**src/design/assert_macros.svh**
```systemverilog
// shared assertion helpers
`ifndef ASSERT_MACROS_SVH
`define ASSERT_MACROS_SVH
`ifndef SYNTHESIS
`define SBF_ASSERT(label, clk, rstn, prop) \
  label: assert property (@(posedge clk) disable iff (!rstn) prop) \
    else $error("sbf assertion failed");
`define SBF_NEVER(label, clk, rstn, prop) \
  label: assert property (@(posedge clk) disable iff (!rstn) !(prop)) \
    else $error("sbf forbidden condition seen");
`else
`define SBF_ASSERT(label, clk, rstn, prop)
`define SBF_NEVER(label, clk, rstn, prop)
`endif
`endif

```
**src/design/sbf_pkg.sv**
```systemverilog
package sbf_pkg;

  localparam int unsigned FRAC_BITS = 16;

  localparam int unsigned CW  = 32;           // coordinate width
  localparam int unsigned DW  = CW + 1;       // difference width
  localparam int unsigned KW  = 31;           // spring constant width
  localparam int unsigned LW  = DW;           // length width
  localparam int unsigned RW  = 2 * LW;       // radicand width
  localparam int unsigned SW  = LW;           // stretch width
  localparam int unsigned PW  = KW + SW;      // k * s width
  localparam int unsigned MW  = PW - FRAC_BITS; // magnitude width
  localparam int unsigned ML  = 32;           // low split of magnitude
  localparam int unsigned NW  = DW + MW;      // numerator width
  localparam int unsigned QW  = 32;           // quotient bits kept
  localparam int unsigned NHW = NW - QW;      // numerator high part
  localparam int unsigned AW  = 4;            // apb address width
  localparam int unsigned XW  = 32;           // apb data width

  localparam logic [1:0] REG_MODE = 2'd0;
  localparam logic [1:0] REG_K    = 2'd1;
  localparam logic [1:0] REG_REST = 2'd2;

  localparam logic MODE_SPRING = 1'b0;
  localparam logic MODE_BUNGEE = 1'b1;

  localparam logic [KW-1:0] K_RESET    = 31'd65536;
  localparam logic [KW-1:0] REST_RESET = 31'd0;

  localparam logic [CW-1:0] POS_MAX = 32'h7fff_ffff;
  localparam logic [CW-1:0] NEG_MAX = 32'h8000_0000;

  typedef struct packed {
    logic          mode;
    logic [KW-1:0] k;
    logic [KW-1:0] rest;
  } cfg_t;

  typedef struct packed {
    logic [DW-1:0] adx;
    logic [DW-1:0] ady;
    logic          negx;
    logic          negy;
  } vec_t;

  typedef struct packed {
    logic applied;
    logic zero;
    logic negx;
    logic negy;
  } flag_t;

  typedef struct packed {
    vec_t          v;
    flag_t         f;
    logic [LW-1:0] len;
  } mid_t;

endpackage

```
**src/design/sbf_cfg.sv**
```systemverilog
module sbf_cfg (
  input  logic                    clk_i,
  input  logic                    rst_ni,
  input  logic                    psel,
  input  logic                    penable,
  input  logic                    pwrite,
  input  logic [sbf_pkg::AW-1:0]  paddr,
  input  logic [sbf_pkg::XW-1:0]  pwdata,
  output logic [sbf_pkg::XW-1:0]  prdata,
  output logic                    pready,
  output sbf_pkg::cfg_t           cfg_o
);

  sbf_pkg::cfg_t cfg_q, cfg_d;
  logic [1:0]    idx;
  logic          wr;

  assign idx    = paddr[sbf_pkg::AW-1:2];
  assign wr     = psel && penable && pwrite;
  assign pready = 1'b1;
  assign cfg_o  = cfg_q;

  always_comb begin
    cfg_d = cfg_q;
    if (wr) begin
      unique case (idx)
        sbf_pkg::REG_MODE: cfg_d.mode = pwdata[0];
        sbf_pkg::REG_K:    cfg_d.k    = pwdata[sbf_pkg::KW-1:0];
        sbf_pkg::REG_REST: cfg_d.rest = pwdata[sbf_pkg::KW-1:0];
        default:           cfg_d      = cfg_q;
      endcase
    end
  end

  always_comb begin
    unique case (idx)
      sbf_pkg::REG_MODE: prdata = {{(sbf_pkg::XW-1){1'b0}}, cfg_q.mode};
      sbf_pkg::REG_K:    prdata = {{(sbf_pkg::XW-sbf_pkg::KW){1'b0}}, cfg_q.k};
      sbf_pkg::REG_REST: prdata = {{(sbf_pkg::XW-sbf_pkg::KW){1'b0}}, cfg_q.rest};
      default:           prdata = '0;
    endcase
  end

  always_ff @(posedge clk_i or negedge rst_ni) begin
    if (!rst_ni) begin
      cfg_q.mode <= sbf_pkg::MODE_SPRING;
      cfg_q.k    <= sbf_pkg::K_RESET;
      cfg_q.rest <= sbf_pkg::REST_RESET;
    end else begin
      cfg_q <= cfg_d;
    end
  end

endmodule

```
**config.mk**
```make
export PLATFORM = sky130hd
export DESIGN_NAME = sbf_cfg
export DESIGN_NICKNAME = d
export VERILOG_FILES = /design/src/design/assert_macros.svh /design/src/design/sbf_pkg.sv /design/src/design/sbf_cfg.sv
export SDC_FILE = /design/constraint.sdc
export NUM_CORES = 1
export LEC_CHECK = 0
export BUFFER_PORTS_ARGS = -buffer_cell sky130_fd_sc_hd__clkbuf_2
export CAP_MARGIN = 10
export CORE_MARGIN = 5
export CORE_UTILIZATION = 35
export CTS_CLUSTER_SIZE = 16
export DETAILED_ROUTE_END_ITERATION = 16
export PLACE_DENSITY = 0.65
export RECOVER_POWER = 50
export SYNTH_ARGS = -nofsm -noshare
export SYNTH_HDL_FRONTEND = slang
export SYNTH_SLANG_ARGS = --single-unit
```
**constraint.sdc**
```tcl
create_clock -name clk_i -period 0.9 [get_ports clk_i]
set_input_delay 0.09 -clock clk_i [delete_from_list [all_inputs] [get_ports clk_i]]
set_output_delay 0.09 -clock clk_i [all_outputs]
set_load 0.02 [all_outputs]
```
-- Word-level counts from Yosys, hierarchy flattened
Cells that the tools add are included.
- eq/ne operators: 2
- reduce and logical (&&, ||, !) cells: 6
- multiplexer cells: 1
- operators with widths (operator ; number):
    one-hot mux 31 bit (3 select lines) ; 1
    AND reduction 2 bit ; 3
    == test 2 x 1 -> 1 bit (second input constant) ; 1
    == test 2 bit (second input constant) ; 1
    logical AND 1 bit ; 2
    zero test 2 bit ; 1
- logic and storage cells: 12
- output and inout bits: 96
- input bits: 41
- bits in registers: 63

-- Longest topological paths before layout
- depth in word-level cells: 3
- gate-level depth with buffers: 4
- mapped depth without buffers: 3

-- Least setup slack after synthesis
Ideal clock, no wire load.
- path kind: input to register
- start point: in pwrite
- end point: reg cfg_q, in the netlist cfg_o[31]
- required time: 775 ps
- arrival: 1013 ps
- cell stages on the path: 4
- slack: -238 ps
- path buffers: 1
- setup time: 125 ps
- path through: nand3_2 -> nor3b_4 -> buf_6 -> mux2_2
- cells in the longest elaborated chain, start to end: 2
- ends and longest elaborated chain (element ; RTL line ; text):
    start, declared ; sbf_cfg.sv:6 ; input logic pwrite,
    logical AND 1 bit ; sbf_cfg.sv:19 ; assign wr = psel && penable && pwrite;
    AND reduction 2 bit (no line) ; n/a ;
    end signal, assigned ; sbf_cfg.sv:50 ; cfg_q <= cfg_d;
    end, declared ; sbf_cfg.sv:14 ; sbf_pkg::cfg_t cfg_q, cfg_d;
Every way passes these cells.
A chain may end at the register's enable or synchronous reset.

-- Final worst setup path
- start point: reg cfg_q, in the netlist cfg_o[61]
- end point: out prdata[30] in the netlist's numbering
- cells in the longest elaborated chain, start to end: 1
- ends and longest elaborated chain (element ; RTL line ; text):
    one-hot mux 31 bit (3 select lines) ; sbf_cfg.sv:36 ; unique case (idx)
    end, declared ; sbf_cfg.sv:9 ; output logic [sbf_pkg::XW-1:0] prdata,
Every way passes these cells.

==> impl_metrics.tcl <==
set metrics [dict create \
    worst-path-max-fanout 3 \
    setup_ws_ns -0.344 \
    rows 32 \
    r2r-start "cfg_o[23]" \
    dpl.cell_count 412 \
    min_path_cells 2 \
    crit_slowest_cell "dfrtp_1" \
    die_w_um 98.7 \
    track_usage_pct 20.7 \
    cts_buffers 9 \
    cts_tree "done" \
    drt_iter0_drc 41 \
    final_antenna_net_count 0 \
    synth_cell_types 16 \
    setup_viol 156 \
    initial_utilization_pct 35.8 \
    cp.arrival_ns 1.15 \
    layout_commonest_cell "buf_6" \
    hold_start "pwdata[25]" \
    leakagePower_uw 0.00293 \
    dp_hpwl_um 4810 \
    drive_above_1_share_pct 71.1 \
    synth_cells 181 \
    antenna_found_initial 0 \
    hold_viol_final 0 \
    fin_worst_skew_ns 0 \
    grt_max_degree 34 \
    path_clk_slew_ns 0.07 \
    core_area_mm2 0.00769 \
    avgSynthCellArea_um2 15.2 \
    dieArea_mm2 0.00974 \
    ios 137 \
    antennaDiodeCount 0 \
    syn_area_mm2 0.00275 \
    power_density_mw_per_mm2 2350 \
    clock-sinks 63 \
    portBuffers 131 \
    maxCapViolations 0 \
    wl_per_cell_um 21.2 \
    ir_worst_vdd_v 0.00116 \
    vias_per_cell 5.05 \
    crit_path_start_kind "flop" \
    final_cell_mix "buf_6 (90), mux2_4 (62), dfrtp_1 (62), buf_8 (50)" \
    final_cells 531 \
    largest_reg_flops 63 \
    min_path_type "in -> reg" \
    gp_congestion 0.717 \
    drc_errors 0 \
    clockBufferDepth 2 \
    violations "setup timing" \
    grt_pass1_vias 2903 \
    path_cells "a22o_1 > buf_2" \
    tns_ns -23.55 \
    finalNetCount 465 \
    whs_endpoint "cfg_o[56]" \
    r2r_cells 3 \
    seq_area_frac_synth_pct 57.3 \
    synth_seq_cells 63 \
    slowest_delay_ns 0.42 \
    rsz0062_at_grt "true" \
    end_kind "output pin" \
    wl_um 11300 \
    vias 2682 \
    status "complete, but fails checks" \
    yosysWarnings 0 \
    timing.final.crit_share_pct 138 \
    r2r-end "cfg_o[23]" \
    clock_latency_ns 0.32 \
    grt_pass1_wl_um 15800 \
    cts_root_buffer "clkbuf_8" \
    syn_nets 222 \
    overflow 0 \
    die_h_um 98.7 \
    slew_violations 0 \
    syn2layout_area_growth_pct 120 \
    timing.fmax_ghz 0.804 \
    critPathKind "reg -> out" \
    rrSetupSlack_ns -0.14 \
    dr.pass1.iters 5 \
    required_ns 0.81 \
    fin_util_pct 78.7 \
    h-tree-depth 3 \
    period_minus_slack_ns 1.24 \
]
worst max-delay path: cells and delay by family, from the launching register on:
family | cells | cell delay [ns]
buffers and inverters | 1 | 0.17
DFF | 1 | 0.42
AOI/OAI and AO/OA | 1 | 0.24
worst max-delay path by stage:
stage / slack, ns / from / to / cells after the start
2_1_floorplan: -0.18 / pwrite / cfg_o[31] / 4
3_3_place_gp: -0.37 / pwrite / cfg_o[56] / 5
3_5_place_dp: -0.38 / pwrite / cfg_o[25] / 5
4_1_cts: -0.34 / cfg_o[47] / prdata[16] / 2
5_1_grt: -0.40 / cfg_o[61] / prdata[30] / 2
6_report: -0.34 / cfg_o[61] / prdata[30] / 2
power by group:
group | internal, uW | switching, uW | leakage (uW)
Clock | 1870 | 1070 | 0.000123
Combinational | 4400 | 2750 | 0.00204
Sequential | 3500 | 595 | 0.000771
Total | 9770 | 4420 | 0.00293
synthesized netlist by cell type:
library cell  count  area (um^2)
a22o_1           30          263
buf_2             6         30.0
buf_4             2         15.0
buf_6             6         67.6
conb_1            2         7.51
dfrtp_1          62         1550
dfstp_2           1         26.3
mux2_1            6         67.6
mux2_2           57          642
mux2i_1           1         10.0
nand2_1           1         3.75
nand3_2           1         10.0
nor2b_1           2         12.5
nor3_1            1         5.00
nor3b_4           2         37.5
o21ai_0           1         5.00
cells by family (layout without fill, tap and decap cells):
logic type / after synthesis / count (layout) / share of synthesized area [%]
and+or+nand+nor: 7 / 7 / 2.50
other: 2 / 2 / 0.273
buffers and inverters: 14 / 262 / 4.09
DFF: 63 / 63 / 57.3
AOI/OAI and AO/OA: 31 / 31 / 9.72
muxes: 64 / 64 / 26.1
per-stage QoR:
step / total power [uW] / hold WS (ns) / area (um^2) / setup WS [ns]
floorplan: 5950 / -0.206 / 2770 / -0.175
global placement: 7190 / 0.0760 / 3600 / -0.367
detailed placement: 7260 / 0.0773 / 3600 / -0.383
CTS: 12900 / 0.00000938 / 5660 / -0.339
global route: 14700 / 0.0176 / 6050 / -0.399
finish: 14200 / 0.0210 / 6050 / -0.344
repair_timing:
action                                  in CTS  in global routing
hold buffers                                26                  0
hold endpoints to repair                   106                  0
buffers inserted                            58                 27
cloned                                       5                  0
endpoints found under the setup margin     132                156
pin swaps                                    6                 11
resized for setup                          247                165
per-layer routing:
metal	part of all wire [%]	GRT usage, %
met1	39	24.7
met2	53	37.0
met3	5.1	4.18
met4	2.9	7.25
met5	0	0
cell type report:
cell class                 instances  area [um^2]
clock buffer                      14          183
clock inverter                     2         60.1
fill                             412         1640
multi-input combinational        104         1320
sequential                        63         1580
tap                              102          128
timing repair buffer             246         2780
No activity file was read; power rests on OpenSTA's default activity.
